File: src/rtl/lip_pkg.sv
`default_nettype none
package lip_pkg;

  localparam int MAX_ROW_PIXELS = 4096;
  localparam int COL_W          = $clog2(MAX_ROW_PIXELS);
  localparam int PIX_W          = 8;
  localparam int RES_W          = 10;
  localparam int MODE_W         = 3;
  localparam int WIDTH_W        = 13;
  localparam int HEIGHT_W       = 14;
  localparam int CFG_DATA_W     = 14;
  localparam int CFG_INDEX_W    = 2;

  typedef enum logic [MODE_W-1:0] {
    PM_LEFT     = 3'd0,
    PM_UP       = 3'd1,
    PM_UP_LEFT  = 3'd2,
    PM_PLANE    = 3'd3,
    PM_LEFT_HALF = 3'd4,
    PM_UP_HALF  = 3'd5,
    PM_AVERAGE  = 3'd6,
    PM_MED      = 3'd7
  } pred_mode_t;

  typedef enum logic [CFG_INDEX_W-1:0] {
    CFG_MODE   = 2'd0,
    CFG_WIDTH  = 2'd1,
    CFG_HEIGHT = 2'd2
  } cfg_reg_t;

  // per-pixel context handed from the counter stage to the residual stage
  typedef struct packed {
    logic [PIX_W-1:0] pixel;
    logic [PIX_W-1:0] left;
    logic             col_ok;
    logic             row_ok;
    logic             row_end;
    logic             frame_end;
  } item_t;

  function automatic logic signed [10:0] predict(
    pred_mode_t       mode,
    logic [PIX_W-1:0] a,
    logic [PIX_W-1:0] b,
    logic [PIX_W-1:0] c
  );
    logic signed [10:0] sa, sb, sc;
    logic signed [10:0] plane, dbc, dac, tbc, tac, mx, mn, p;
    sa    = $signed({3'b000, a});
    sb    = $signed({3'b000, b});
    sc    = $signed({3'b000, c});
    plane = sa + sb - sc;
    dbc   = sb - sc;
    dac   = sa - sc;
    // halve toward zero: bias negatives by one before the arithmetic shift
    tbc   = dbc + ((dbc < 0) ? 11'sd1 : 11'sd0);
    tac   = dac + ((dac < 0) ? 11'sd1 : 11'sd0);
    mx    = (sa > sb) ? sa : sb;
    mn    = (sa > sb) ? sb : sa;
    unique case (mode)
      PM_LEFT:      p = sa;
      PM_UP:        p = sb;
      PM_UP_LEFT:   p = sc;
      PM_PLANE:     p = plane;
      PM_LEFT_HALF: p = sa + (tbc >>> 1);
      PM_UP_HALF:   p = sb + (tac >>> 1);
      PM_AVERAGE:   p = (sa + sb) >>> 1;
      PM_MED: begin
        if (sc >= mx) p = mn;
        else if (sc <= mn) p = mx;
        else p = plane;
      end
      default:      p = plane;
    endcase
    return p;
  endfunction

endpackage
`default_nettype wire

File: src/rtl/lip_ifs.sv
`default_nettype none


interface lip_residual_if;
  logic                             valid;
  logic                             ready;
  logic signed [lip_pkg::RES_W-1:0] residual;
  logic                             row_end;
  logic                             frame_end;

  modport source (output valid, output residual, output row_end, output frame_end, input ready);
  modport sink   (input valid, input residual, input row_end, input frame_end, output ready);
endinterface
`default_nettype wire

File: src/rtl/lip_residual_stage.sv
`default_nettype none
// Takes the pixel context plus the line buffer read data, forms the
// prediction and residual, and holds the result in the output register.
module lip_residual_stage (
  input  wire logic                         clk,
  input  wire logic                         rst,
  input  wire logic                         item_valid,
  input  wire lip_pkg::item_t               item,
  output logic                              item_ready,
  input  wire logic [lip_pkg::PIX_W-1:0]    up_data,
  input  wire lip_pkg::pred_mode_t          mode,
  lip_residual_if.source                    residuals
);

  logic                             s1_valid;
  lip_pkg::item_t                   s1;
  logic [lip_pkg::PIX_W-1:0]        upper_left;
  logic                             s1_advance;
  logic [lip_pkg::PIX_W-1:0]        a, b, c;
  logic signed [10:0]               pred;
  logic signed [10:0]               diff;
  logic                             res_valid;
  logic signed [lip_pkg::RES_W-1:0] res_value;
  logic                             res_row_end;
  logic                             res_frame_end;

  assign s1_advance = s1_valid && (!res_valid || residuals.ready);
  assign item_ready = !s1_valid || s1_advance;

  // neighbors outside the frame read as zero
  assign a    = s1.col_ok ? s1.left : '0;
  assign b    = s1.row_ok ? up_data : '0;
  assign c    = (s1.col_ok && s1.row_ok) ? upper_left : '0;
  assign pred = lip_pkg::predict(mode, a, b, c);
  assign diff = $signed({3'b000, s1.pixel}) - pred;

  always_ff @(posedge clk) begin
    if (rst) begin
      s1_valid <= 1'b0;
    end else if (item_valid && item_ready) begin
      s1_valid <= 1'b1;
    end else if (s1_advance) begin
      s1_valid <= 1'b0;
    end
  end

  always_ff @(posedge clk) begin
    if (item_valid && item_ready) begin
      s1 <= item;
    end
  end

  always_ff @(posedge clk) begin
    if (rst) begin
      upper_left <= '0;
    end else if (s1_advance) begin
      upper_left <= s1.row_end ? '0 : b;
    end
  end

  always_ff @(posedge clk) begin
    if (rst) begin
      res_valid <= 1'b0;
    end else if (s1_advance) begin
      res_valid <= 1'b1;
    end else if (residuals.ready) begin
      res_valid <= 1'b0;
    end
  end

  always_ff @(posedge clk) begin
    if (s1_advance) begin
      res_value     <= diff[lip_pkg::RES_W-1:0];
      res_row_end   <= s1.row_end;
      res_frame_end <= s1.frame_end;
    end
  end

  assign residuals.valid     = res_valid;
  assign residuals.residual  = res_value;
  assign residuals.row_end   = res_row_end;
  assign residuals.frame_end = res_frame_end;

endmodule
`default_nettype wire

File: src/flat_wrapper.sv
// flat-port wrapper written by rule: the top's interface ports become plain ports
module lip_residual_stage_flat 
  (clk, rst, item_valid, item, item_ready, up_data, mode, residuals_valid, residuals_residual, residuals_row_end, residuals_frame_end, residuals_ready);
  lip_residual_if residuals_i ();
  input  wire logic clk;
  input  wire logic rst;
  input  wire logic item_valid;
  input  wire lip_pkg::item_t item;
  output logic item_ready;
  input  wire logic [lip_pkg::PIX_W-1:0] up_data;
  input  wire lip_pkg::pred_mode_t mode;
  output wire logic [$bits(residuals_i.valid)-1:0] residuals_valid;
  output wire logic [$bits(residuals_i.residual)-1:0] residuals_residual;
  output wire logic [$bits(residuals_i.row_end)-1:0] residuals_row_end;
  output wire logic [$bits(residuals_i.frame_end)-1:0] residuals_frame_end;
  input wire logic [$bits(residuals_i.ready)-1:0] residuals_ready;
  assign residuals_valid = residuals_i.valid;
  assign residuals_residual = residuals_i.residual;
  assign residuals_row_end = residuals_i.row_end;
  assign residuals_frame_end = residuals_i.frame_end;
  assign residuals_i.ready = residuals_ready;
  lip_residual_stage u_core (.clk(clk), .rst(rst), .item_valid(item_valid), .item(item), .item_ready(item_ready), .up_data(up_data), .mode(mode), .residuals(residuals_i));
endmodule
File: config.mk
export PLATFORM = sky130hd
export DESIGN_NAME = lip_residual_stage_flat
export DESIGN_NICKNAME = d
export VERILOG_FILES = /design/src/rtl/lip_pkg.sv /design/src/rtl/lip_ifs.sv /design/src/rtl/lip_residual_stage.sv /design/src/flat_wrapper.sv
export SDC_FILE = /design/constraint.sdc
export NUM_CORES = 1
export LEC_CHECK = 0
export ABC_AREA = 0
export BUFFER_PORTS_ARGS = -buffer_cell sky130_fd_sc_hd__buf_2
export CORE_UTILIZATION = 40
export DETAILED_ROUTE_END_ITERATION = 16
export PLACE_DENSITY_LB_ADDON = 0.3
export SYNTH_ARGS = -nofsm -noshare
export SYNTH_HDL_FRONTEND = slang
export SYNTH_SLANG_ARGS = --single-unit
File: constraint.sdc
create_clock -name clk -period 6.25 [get_ports clk]
set_clock_uncertainty 0.05 [all_clocks]
set_input_delay 0.9375 -clock clk [delete_from_list [all_inputs] [get_ports clk]]
set_output_delay 0.9375 -clock clk [all_outputs]
set_load 0.005 [all_outputs]
==> flow_metrics.py <==
metrics = {
    "outcome": {
        "outcome": "complete, no violations",
    },
    "logic_synthesis": {
        "synth-edff-count": 32,
        "synth.yosys.warnings": 0,
        "seq_area_frac_synth": 0.1999,
        "synth-seq-cells": 42,
        "avgSynthCellArea_um2": 7.891,
        "synth_cells": 736,
        "synth.distinct_cells": 84,
        "syn_nets": 854,
        "synth_area_um2": 5808,
        "synth_async_sr_flop_share": 0,
        "synth-main-ff-cell": "edfxtp_1",
    },
    "clock_network": {
        "cts-root-buf": "clkbuf_16",
        "cts.path.max_buffers": 2,
        "clock_sinks": 42,
        "clk_pin_slew_ps": 70,
        "clk_latency_ps": 290,
        "cts_hold_buf": 0,
        "cts_tree": "yes",
        "cts_buffers": 5,
        "htree_levels": 2,
    },
    "grt": {
        "grt_pass1_wl_um": 28440,
        "gr-total-overflow": 0,
        "grt_util_all_layers": 0.2496,
        "antenna_found_initial": 0,
        "grt_max_degree": 29,
        "grt_pass1_vias": 5382,
    },
    "layout": {
        "final_nets": 962,
        "drive_gt1_frac": 0.2189,
        "design_area_um2": 7034,
        "register_area_um2": 1161,
        "stdcell_count": 1025,
        "area_delta_synth_final_pct": 21.11,
        "num_antenna_cells": 0,
        "n_fill_cell": 1398,
        "final_cell_mix": "buf_4, ha_1, nand2_1",
        "final_common_cell": "buf_4",
        "multiInputGateArea_um2": 4399,
    },
    "place": {
        "gp_congestion": 1.016,
        "numPortBuffers": 48,
        "dp_hpwl_um": 14820,
        "pre_cts_ws_ps": -223.6,
        "dp.cells": 1013,
        "dpl_cell_area_um2": 6744,
    },
    "power_and_ir_drop": {
        "power.density_nw_per_um2": 181.2,
        "ir_worst_vdd_v": 0.0001151,
        "power.leakage_nw": 3.286,
        "p_total_mw": 1.275,
    },
    "critical_path": {
        "cp_slowest_cell": "o41ai_1",
        "r2r_start": "u_core.s1[2]$_DFFE_PP_",
        "worstSetupStartpoint": "up_data[1]",
        "critical_path_class": "in -> reg",
        "path_max_fanout": 8,
        "end_kind": "flop",
        "crit_arrival_ps": 5970,
        "start_kind": "input port",
        "required_ps": 6230,
        "cpPeakStageDelay_ps": 360,
    },
    "drt": {
        "remaining_drc_errors": 0,
        "drt-initial-drc-count": 486,
        "post_drt_via_cell_ratio": 5.700,
        "wl_per_cell_um": 17.97,
        "via_count": 5843,
        "wl_um": 18420,
        "ant_nets": 0,
        "dr.pass1.iters": 5,
    },
    "floorplan": {
        "start_util": 0.4136,
        "fp.dieW_um": 122.5,
        "ios": 49,
        "die_y_um": 122.5,
        "core_area_um2": 14040,
        "dieArea_um2": 15010,
        "rows": 43,
    },
    "worst_hold_path": {
        "min_from": "u_core.s1[0]$_DFFE_PP_",
        "hold_path_class": "reg -> reg",
    },
    "sta": {
        "fin_crit_ps": 5988,
        "hold_viol": 0,
        "period_share": 0.9581,
        "final.setup.tns_ps": 0,
        "setup_viol": 0,
        "tightest_slew_ps": 907.6,
        "max_freq_mhz": 167.0,
        "maxSlewHeadroom": 0.3949,
        "fin_ws_ps": 262.0,
        "slew_viol_final": 0,
    },
    "flow_run": {
        "timing.max_cap.violations": 0,
    },
}
## sequential cells by signal, indices dropped and copies added (netlist names)
| signal | count |
|---|---|
| u_core.s1 | 20 |
| u_core.residuals.row_end | 1 |
| u_core.residuals.frame_end | 1 |
| u_core.residuals.valid | 1 |
| u_core.upper_left | 8 |
| u_core.residuals.residual | 10 |
| u_core.s1_valid | 1 |
## critical path: cells and delay by family
kind | cells | cell delay (ps)
compound gates | 15 | 2590
xor+xnor | 1 | 80
fa+ha+maj | 4 | 1160
buf+inv | 4 | 450
mux | 2 | 220
simple gates | 6 | 540
## synthesized netlist by cell type (6+ instances only)
| library cell | number | area [um2] |
|---|---|---|
| a221oi_1 | 7 | 61.31 |
| ha_1 | 77 | 963.4 |
| edfxtp_1 | 32 | 960.9 |
| and3_1 | 9 | 56.30 |
| nand3_1 | 14 | 70.07 |
| fa_1 | 6 | 120.1 |
| a211oi_1 | 7 | 52.55 |
| nor2_1 | 68 | 255.2 |
| nor2b_1 | 17 | 106.4 |
| and2_1 | 11 | 68.82 |
| o21ai_0 | 39 | 195.2 |
| clkbuf_1 | 21 | 78.83 |
| nor3_1 | 21 | 105.1 |
| xnor2_1 | 24 | 210.2 |
| inv_1 | 59 | 221.5 |
| xor2_1 | 22 | 192.7 |
| mux2i_1 | 15 | 150.1 |
| a21oi_1 | 68 | 340.3 |
| a21o_1 | 11 | 82.58 |
| dfxtp_1 | 10 | 200.2 |
| o211ai_1 | 6 | 45.04 |
| nand2b_1 | 11 | 68.82 |
| nand2_1 | 69 | 259.0 |
## stage by stage
stage,hold WS [ps],utilization
6_report,374.3,0.5009
5_1_grt,396.8,0.5009
4_1_cts,374.7,0.4912
3_5_place_dp,357.2,0.4803
3_3_place_gp,350.7,0.4803
2_1_floorplan,350.3,-
## kinds of logic (layout without fill, tap and decap cells)
group	Yosys count	in the layout	share of synthesized area
AO/OA/AOI/OAI	209	209	0.2419
AND/OR/NAND/NOR	248	248	0.2060
flip-flops	42	42	0.1999
XOR/XNOR	47	47	0.07217
multiplexers	16	16	0.02779
adder cells (fa/ha/maj)	86	86	0.1922
buffers and inverters	88	197	0.06010
## path summary, 6_finish.rpt
check	end	slack [ps]	cells past startpoint
setup / recovery	u_core.residuals.residual[9]$_DFFE_PP_	260	32
hold / removal	u_core.residuals.frame_end$_DFFE_PP_	370	0
setup reg to reg	u_core.residuals.residual[9]$_DFFE_PP_	300	29
hold reg to reg	u_core.residuals.frame_end$_DFFE_PP_	370	0
## metal layers
layer  global-route usage  vias up  routed length [um]
met5                    0        -                   0
met4              0.09375        0                 617
met3              0.04043       41                1309
met2               0.3912      222                8143
met1               0.3421     2708                8353
li1                     -     2872                   -
## where the power goes
part / leakage [nW] / switching, mW / total, mW / internal (mW)
combinational: 2.82 / 0.367 / 0.668 / 0.301
clock: 0.0763 / 0.117 / 0.270 / 0.153
sequential: 0.389 / 0.00819 / 0.337 / 0.329
total: 3.29 / 0.492 / 1.27 / 0.783
## layout make-up
class | instances | area share
multi-input cells | 606 | 0.6254
flip-flops and latches | 42 | 0.1651
inverters | 59 | 0.03148
clock buffers | 5 | 0.01779
clock inverters | 3 | 0.004091
well taps | 180 | 0.03202
repair buffers | 130 | 0.1242
## what timing repair did
action                                 in CTS  in global routing
endpoints found under the hold margin       0                  0
setup endpoints to repair                   0                  4
gates resized for setup                     0                 36
buffers inserted                            0                  3
No activity file was read; power rests on OpenSTA's default activity.
